## config.mk

```make
export PLATFORM = sky130hd
export DESIGN_NAME = serial_packet_deframer_top
export DESIGN_NICKNAME = d
export VERILOG_FILES = /design/src/sdf_pkg.sv /design/src/sdf_cfg_regs.sv /design/src/sdf_parser.sv /design/src/sdf_out_reg.sv /design/src/serial_packet_deframer_top.sv
export SDC_FILE = /design/constraint.sdc
export NUM_CORES = 1
export LEC_CHECK = 0
export ABC_AREA = 0
export BUFFER_PORTS_ARGS = -buffer_cell sky130_fd_sc_hd__buf_2
export CAP_MARGIN = 25
export CORE_MARGIN = 8
export CORE_UTILIZATION = 60
export DETAILED_ROUTE_END_ITERATION = 6
export GPL_TIMING_DRIVEN = 0
export PLACE_DENSITY = 0.78
export SYNTH_ARGS = -nofsm -noshare
export SYNTH_HDL_FRONTEND = slang
export SYNTH_SLANG_ARGS = --single-unit
```

## constraint.sdc

```tcl
create_clock -name clk -period 6.7 [get_ports clk]
set_input_delay 0.335 -clock clk [delete_from_list [all_inputs] [get_ports clk]]
set_output_delay 0.335 -clock clk [all_outputs]
set_load 0.05 [all_outputs]
```

## src/sdf_pkg.sv

```systemverilog
package sdf_pkg;

	// Header layout: message id, payload length, command word.
	localparam int HEADER_LEN = 8'h08;
	localparam int HDR_IDX_W  = $clog2(HEADER_LEN);

	// Configuration register map.
	localparam int CFG_IDX_W = 4;
	localparam logic [CFG_IDX_W-1:0] REG_TAG_PATTERN = 4'd0;
	localparam logic [CFG_IDX_W-1:0] REG_CMD_WORD_0  = 4'd1;

	// Default parameter values.
	localparam int DEF_TAG_BYTES     = 4;
	localparam int DEF_COMMAND_COUNT = 7;

	// Parser mode codes; the unused code behaves as tag search.
	localparam logic [1:0] MODE_TAG    = 2'd0;
	localparam logic [1:0] MODE_HEADER = 2'd1;
	localparam logic [1:0] MODE_DATA   = 2'd2;

	// Result kinds.
	localparam logic KIND_HEADER  = 1'b0;
	localparam logic KIND_PAYLOAD = 1'b1;

	typedef struct packed {
		logic        item_kind;
		logic [15:0] frame_id;
		logic [15:0] payload_length;
		logic [2:0]  command_index;
		logic [7:0]  payload_byte;
		logic        last;
	} result_t;

endpackage

```

## src/sdf_cfg_regs.sv

```systemverilog
module sdf_cfg_regs import sdf_pkg::*; #(
	parameter int COMMAND_COUNT = DEF_COMMAND_COUNT
) (
	input  logic                 clk,
	input  logic                 arst_n,
	input  logic                 cfg_valid,
	input  logic [CFG_IDX_W-1:0] cfg_index,
	input  logic [31:0]          cfg_data,
	output logic [31:0]          tag_pattern,
	output logic [31:0]          cmd_words [COMMAND_COUNT]
);

	logic [31:0] tag_pattern_q;
	logic [31:0] cmd_words_q [COMMAND_COUNT];

	// Writes to indexes past the implemented command words fall through.
	always_ff @(posedge clk or negedge arst_n) begin
		if (!arst_n) begin
			tag_pattern_q <= '0;
			for (int k = 0; k < COMMAND_COUNT; k++) begin
				cmd_words_q[k] <= '0;
			end
		end else if (cfg_valid) begin
			if (cfg_index == REG_TAG_PATTERN) begin
				tag_pattern_q <= cfg_data;
			end
			for (int k = 0; k < COMMAND_COUNT; k++) begin
				if (cfg_index == REG_CMD_WORD_0 + CFG_IDX_W'(k)) begin
					cmd_words_q[k] <= cfg_data;
				end
			end
		end
	end

	assign tag_pattern = tag_pattern_q;
	assign cmd_words   = cmd_words_q;

endmodule

```

## src/sdf_parser.sv

```systemverilog
module sdf_parser import sdf_pkg::*; #(
	parameter int TAG_BYTES     = DEF_TAG_BYTES,
	parameter int COMMAND_COUNT = DEF_COMMAND_COUNT
) (
	input  logic        clk,
	input  logic        arst_n,
	input  logic        take,
	input  logic [7:0]  rx_byte,
	input  logic [31:0] tag_pattern,
	input  logic [31:0] cmd_words [COMMAND_COUNT],
	output logic        res_valid,
	output result_t     res
);

	logic [1:0]  mode_q, mode_d;
	logic [15:0] cursor_q, cursor_d, cursor_inc;
	logic [7:0]  hdr_q [HEADER_LEN];
	logic        hdr_we;
	logic [15:0] held_id_q, held_id_d;
	logic [15:0] held_len_q, held_len_d;
	logic [2:0]  held_cmd_q, held_cmd_d;
	logic [31:0] cmd_word;
	logic        cmd_hit;
	logic [2:0]  cmd_idx;
	logic [1:0]  tag_pos;
	logic [7:0]  tag_want;
	logic        res_gen;
	logic        res_kind;
	logic [7:0]  res_byte;
	logic        res_last;

	// The last command byte arrives with this beat, the rest is stored.
	assign cmd_word = {rx_byte, hdr_q[6], hdr_q[5], hdr_q[4]};

	// Lowest matching index wins, so scan from the top down.
	always_comb begin
		cmd_hit = 1'b0;
		cmd_idx = '0;
		for (int k = COMMAND_COUNT - 1; k >= 0; k--) begin
			if (cmd_words[k] == cmd_word) begin
				cmd_hit = 1'b1;
				cmd_idx = 3'(k);
			end
		end
	end

	assign tag_pos    = cursor_q[1:0];
	assign tag_want   = tag_pattern[8*tag_pos +: 8];
	assign cursor_inc = cursor_q + 16'd1;

	always_comb begin
		mode_d     = mode_q;
		cursor_d   = cursor_q;
		held_id_d  = held_id_q;
		held_len_d = held_len_q;
		held_cmd_d = held_cmd_q;
		hdr_we     = 1'b0;
		res_gen    = 1'b0;
		res_kind   = KIND_HEADER;
		res_byte   = '0;
		res_last   = 1'b0;
		case (mode_q)
			MODE_DATA: begin
				res_gen  = 1'b1;
				res_kind = KIND_PAYLOAD;
				res_byte = rx_byte;
				res_last = (cursor_inc >= held_len_q);
				if (res_last) begin
					mode_d   = MODE_TAG;
					cursor_d = '0;
				end else begin
					cursor_d = cursor_inc;
				end
			end
			MODE_HEADER: begin
				hdr_we = 1'b1;
				if (cursor_q == 16'(HEADER_LEN - 1)) begin
					cursor_d = '0;
					if (!cmd_hit) begin
						mode_d = MODE_TAG;
					end else begin
						held_id_d  = {hdr_q[1], hdr_q[0]};
						held_len_d = {hdr_q[3], hdr_q[2]};
						held_cmd_d = cmd_idx;
						res_gen    = 1'b1;
						res_last   = (held_len_d == 16'd0);
						mode_d     = res_last ? MODE_TAG : MODE_DATA;
					end
				end else begin
					cursor_d = cursor_inc;
				end
			end
			default: begin
				mode_d = MODE_TAG;
				if (rx_byte == tag_want) begin
					if ({14'd0, tag_pos} + 16'd1 >= 16'(TAG_BYTES)) begin
						mode_d   = MODE_HEADER;
						cursor_d = '0;
					end else begin
						cursor_d = {14'd0, tag_pos} + 16'd1;
					end
				end else begin
					cursor_d = '0;
				end
			end
		endcase
	end

	always_ff @(posedge clk or negedge arst_n) begin
		if (!arst_n) begin
			mode_q     <= MODE_TAG;
			cursor_q   <= '0;
			held_id_q  <= '0;
			held_len_q <= '0;
			held_cmd_q <= '0;
		end else if (take) begin
			mode_q     <= mode_d;
			cursor_q   <= cursor_d;
			held_id_q  <= held_id_d;
			held_len_q <= held_len_d;
			held_cmd_q <= held_cmd_d;
		end
	end

	always_ff @(posedge clk) begin
		if (take && hdr_we) begin
			hdr_q[cursor_q[HDR_IDX_W-1:0]] <= rx_byte;
		end
	end

	assign res_valid          = take && res_gen;
	assign res.item_kind      = res_kind;
	assign res.frame_id       = held_id_d;
	assign res.payload_length = held_len_d;
	assign res.command_index  = held_cmd_d;
	assign res.payload_byte   = res_byte;
	assign res.last           = res_last;

endmodule

```

## src/sdf_out_reg.sv

```systemverilog
module sdf_out_reg import sdf_pkg::*; (
	input  logic    clk,
	input  logic    arst_n,
	input  logic    load,
	input  result_t din,
	input  logic    out_ready,
	output logic    out_valid,
	output logic    space,
	output result_t dout
);

	logic    valid_q;
	result_t data_q;

	always_ff @(posedge clk or negedge arst_n) begin
		if (!arst_n) begin
			valid_q <= 1'b0;
		end else if (load) begin
			valid_q <= 1'b1;
		end else if (out_ready) begin
			valid_q <= 1'b0;
		end
	end

	always_ff @(posedge clk) begin
		if (load) begin
			data_q <= din;
		end
	end

	// Room for a new result when empty or when the held one leaves now.
	assign space     = !valid_q || out_ready;
	assign out_valid = valid_q;
	assign dout      = data_q;

endmodule

```

## src/serial_packet_deframer_top.sv

```systemverilog
//  Channel | Handshake  | Fields in a beat
//  --------+------------+------------------------------------------------------------------
//  input   | in_*       | rx_byte
//  output  | out_*      | item_kind frame_id payload_length command_index payload_byte last
//  config  | cfg_*      | cfg_index cfg_data
//
//  Each input beat is parsed in the cycle it is accepted; a result it causes sits in the
//  output register from the next cycle on, so one byte per clock is sustained while out_ready stays high.
//  in_ready is low only while a result is held and out_ready is low.
//  Reset returns the parser to tag search and clears the configuration and held fields;
//  the header byte store is not reset because every byte is written before it is read.
//  Configuration writes are always taken.
module serial_packet_deframer_top import sdf_pkg::*; #(
	parameter int TAG_BYTES     = DEF_TAG_BYTES,
	parameter int COMMAND_COUNT = DEF_COMMAND_COUNT
) (
	input  logic                 clk,
	input  logic                 arst_n,
	input  logic                 in_valid,
	output logic                 in_ready,
	input  logic [7:0]           rx_byte,
	output logic                 out_valid,
	input  logic                 out_ready,
	output logic                 item_kind,
	output logic [15:0]          frame_id,
	output logic [15:0]          payload_length,
	output logic [2:0]           command_index,
	output logic [7:0]           payload_byte,
	output logic                 last,
	input  logic                 cfg_valid,
	output logic                 cfg_ready,
	input  logic [CFG_IDX_W-1:0] cfg_index,
	input  logic [31:0]          cfg_data
);

	logic        take;
	logic        res_valid;
	result_t     res;
	result_t     out_data;
	logic        space;
	logic [31:0] tag_pattern;
	logic [31:0] cmd_words [COMMAND_COUNT];

	// The register file never stalls a write.
	assign cfg_ready = 1'b1;

	sdf_cfg_regs #(
		.COMMAND_COUNT(COMMAND_COUNT)
	) u_cfg (
		.clk        (clk),
		.arst_n     (arst_n),
		.cfg_valid  (cfg_valid),
		.cfg_index  (cfg_index),
		.cfg_data   (cfg_data),
		.tag_pattern(tag_pattern),
		.cmd_words  (cmd_words)
	);

	// A beat is taken whenever the output register can absorb a result, even
	// if this particular byte turns out to produce none.
	assign in_ready = space;
	assign take     = in_valid && in_ready;

	// The parser walks tag search, header collection and payload streaming.
	// Its state only moves on an accepted beat.
	sdf_parser #(
		.TAG_BYTES    (TAG_BYTES),
		.COMMAND_COUNT(COMMAND_COUNT)
	) u_parser (
		.clk        (clk),
		.arst_n     (arst_n),
		.take       (take),
		.rx_byte    (rx_byte),
		.tag_pattern(tag_pattern),
		.cmd_words  (cmd_words),
		.res_valid  (res_valid),
		.res        (res)
	);

	sdf_out_reg u_out (
		.clk      (clk),
		.arst_n   (arst_n),
		.load     (res_valid),
		.din      (res),
		.out_ready(out_ready),
		.out_valid(out_valid),
		.space    (space),
		.dout     (out_data)
	);

	assign item_kind      = out_data.item_kind;
	assign frame_id       = out_data.frame_id;
	assign payload_length = out_data.payload_length;
	assign command_index  = out_data.command_index;
	assign payload_byte   = out_data.payload_byte;
	assign last           = out_data.last;

endmodule

```

==> results.yml <==
timing:
  hold_viol: 0
  period_share_pct: 64.60
  fmax_ghz: 0.2311
  setup_tns_ns: 0
  min_period_ns: 4.328
  drv_slew: 0
  holdWs_ns: 0.1141
  fin_skew_ns: 0.01254
  grt_setup_unrepaired: "no"
  relSlewSlack_pct: 27.60
  setup_viol: 0
  worst_slew_pin_slew_ns: 1.086
floorplan:
  die_h_um: 195.3
  rows: 65
  dieArea_um2: 38140
  die_w_um: 195.3
  io_pins: 97
  start_util_pct: 60.96
  core_area_um2: 31640
clocking:
  clock_latency_ns: 0.55
  ctsHoldBuffers: 1
  htree_levels: 2
  clk_pin_slew_ns: 0.06
  cts_buffers: 43
  cts_root_buf: "clkbuf_16"
  cts_sinks: 411
  cts_resized: 0
  postCtsSetupBuffers: 0
  clockBufferDepth: 3
  tritoncts: "yes"
route:
  wl_per_cell_um: 25.09
  wl_um: 48600
  vias_per_cell: 5.962
  vias: 11550
  wl_met3_um: 2724
  wl_met1_um: 19760
  drt_pass1_iterations: 5
  top_layer: "met4"
  drt-initial-drc-count: 640
  drc_errors: 0
  ant_nets: 0
  met2_length_um: 23980
logic_synthesis:
  avgSynthCellArea_um2: 14.29
  synthTopCellsByArea: "dfrtp_1 40%, mux2_2 17%, edfxtp_1 16%, xor2_1 7.8%, xnor2_1 3.0%"
  synth-edff-count: 101
  yosys.area.top_type: "dfrtp_1"
  ys_top_cells_by_count: "310 x dfrtp_1, 293 x mux2_2, 172 x xor2_1"
  synth_nets: 1419
  syn_inst: 1350
  async_flop_share_pct: 75.43
  yosysSeqAreaShare_pct: 55.95
  synth.most_common_cell: "dfrtp_1"
  synth.top_cell.area_share_pct: 40.22
  ys_types: 57
  ys_warn_count: 0
  netlist_area_um2: 19290
  synth-seq-cells: 411
  synthFlopType: "dfrtp_1"
finish:
  finalNetCount: 1569
  nFillCells: 2171
  area_growth_pct: 13.43
  drive_above_1_share_pct: 36.44
  finalInstanceArea_um2: 21880
worst_setup_path:
  setup.worst_path.class: "reg -> reg"
  startpoint_type: "register"
  cpLargestDelayFamily: "compound AO/OA/AOI/OAI gates"
  r2r_setup_slack_ns: 2.37
  cp.required_ns: 7.18
  setup.worst_path.start: "u_parser.cursor_q[0]$_DFFE_PN0P_"
  critPathSlowestCell: "dfrtp_1"
  r2r-start: "u_parser.cursor_q[0]$_DFFE_PN0P_"
  arrival_ns: 4.81
  crit_path_end_kind: "register"
  crit_chain: "buf_2 -> buf_2 -> nand2_1 -> nor3_1 -> and3_1 -> nor2b_1 -> or2_2 -> ha_1 -> a21o_1 -> a21o_1 -> a221o_1 -> a41oi_1 -> o211a_1 -> o21a_1 -> a22o_1"
  critPathMaxFanout: 10
  cp_slowest_stage_delay_ns: 0.41
  path_buf_inv: 2
pwr:
  switching_share_pct: 24.40
  power_density_nw_per_um2: 291.7
  p_sw_w: 0.001557
  p_comb_share_pct: 13.1
  intPower_w: 0.004825
  peakVddDrop_mv: 0.2196
  totalPowerFinal_w: 0.006382
  p_leak_nw: 9.242
  power_frac_clock_pct: 37.3
  pwr-share-seq_pct: 49.6
global_routing:
  grt_max_degree: 123
  antenna_found_initial: 0
  track_usage_pct: 25.30
  first_global_vias: 12080
  grt_overflow_total: 0
  grt_pass1_wl_um: 72840
placed_design:
  dpl_cell_area_um2: 20420
  place_congestion: 0.9164
  hpwl_um: 33810
  io_buffer_count: 93
hold_path:
  hp-start: "in_valid"
  hp-class: "in -> reg"
outcome:
  status: "complete, no violations"
run:
  cap_violations: 0
## sequential cells by signal (all words and copies together), names as in the netlist
| register | count |
|---|---|
| u_cfg.cmd_words | 224 |
| u_cfg.tag_pattern | 32 |
| u_out.dout | 45 |
| u_out.out_valid | 1 |
| u_parser.cursor_q | 16 |
| u_parser.hdr_q | 56 |
| u_parser.held_cmd_q | 3 |
| u_parser.held_id_q | 16 |
| u_parser.held_len_q | 16 |
| u_parser.mode_q | 2 |
## power groups by stage
stage / logic, W / registers [W] / clock network [W]
finish: 0.000833 / 0.00317 / 0.00238
global route: 0.000905 / 0.00321 / 0.00251
global placement: 0.000798 / 0.00319 / 0
floorplan: 0.000613 / 0.00315 / 0
CTS: 0.000837 / 0.00316 / 0.00241
detailed placement: 0.000827 / 0.00321 / 0
## metrics by stage
stage	util [%]	std cells	setup slack, ns
global route	69.14	1936	2.140
global placement	64.02	1845	-0.7003
CTS	69.07	1934	2.451
finish	69.15	1937	2.372
floorplan	-	1350	3.126
detailed placement	64.53	1854	2.466
## cell usage in the layout, fill, tap and decap left out, types with 5 or more instances in the layout
cell	n
a21o_1	6
a21oi_1	5
a22o_1	7
and2_1	10
and3_1	7
buf_1	9
buf_2	100
buf_4	18
buf_6	17
clkbuf_1	39
clkbuf_16	46
clkbuf_8	9
dfrtp_1	310
edfxtp_1	101
ha_1	20
inv_1	21
mux2_2	293
mux2_4	26
mux4_2	8
nand2_1	26
nand2b_1	9
nand3_1	9
nand4_1	30
nor2_1	17
nor2b_1	9
nor3_1	7
nor4_1	50
o21ai_0	5
o221ai_1	6
or2_2	8
xnor2_1	66
xor2_1	172
## cell type report
cell class / count / area, µm² / share of cell area, %
Sequential cell: 411 / 10790 / 49.32
Multi-Input combinational cell: 843 / 7924 / 36.22
Clock buffer: 69 / 1328 / 6.068
Buffer: 75 / 511.7 / 2.339
Clock inverter: 10 / 97.59 / 0.4461
Antenna cell: 1 / 2.502 / 0.01144
Inverter: 21 / 78.83 / 0.3603
Tap cell: 402 / 503.0 / 2.299
Timing Repair Buffer: 105 / 640.6 / 2.928
## worst paths after layout
path / end / cells past startpoint
worst max-delay path: u_parser.cursor_q[15]$_DFFE_PN0P_ / 15
worst min-delay path: u_out.out_valid$_DFFE_PN0P_ / 3
worst max register to register: u_parser.cursor_q[15]$_DFFE_PN0P_ / 15
worst min register to register: u_parser.held_id_q[5]$_DFFE_PN0P_ / 1
max in group asynchronous: u_cfg.cmd_words[124]$_DFFE_PN0P_ / 3
min in group asynchronous: u_parser.held_len_q[10]$_DFFE_PN0P_ / 2
## worst register-to-register path, stage by stage (launching register included)
cell and delay, ns:
dfrtp_1 0.41, buf_2 0.29, buf_2 0.31, nand2_1 0.14
nor3_1 0.31, and3_1 0.23, nor2b_1 0.06, or2_2 0.30
ha_1 0.31, a21o_1 0.18, a21o_1 0.17, a221o_1 0.35
a41oi_1 0.32, o211a_1 0.37, o21a_1 0.33, a22o_1 0.18
## kinds of logic (layout without fill, tap and decap cells)
family / count (synthesis) / after routing / share of synthesized area (%)
XOR/XNOR: 240 / 240 / 10.98
adder cells (fa/ha/maj): 20 / 20 / 1.298
AND/OR/NAND/NOR: 200 / 200 / 6.124
AO/OA/AOI/OAI: 48 / 48 / 2.115
buffers and inverters: 96 / 280 / 3.062
flip-flops: 411 / 411 / 55.95
multiplexers: 334 / 334 / 20.46
other: 1 / 2 / 0.01944
## layer usage
metal | GRT usage (%) | up-vias
li1 | - | 5128
met1 | 31.57 | 5960
met2 | 42.85 | 361
met3 | 4.333 | 99
met4 | 11.48 | 0
met5 | 0 | -
Power figures use the tool's default switching activity.
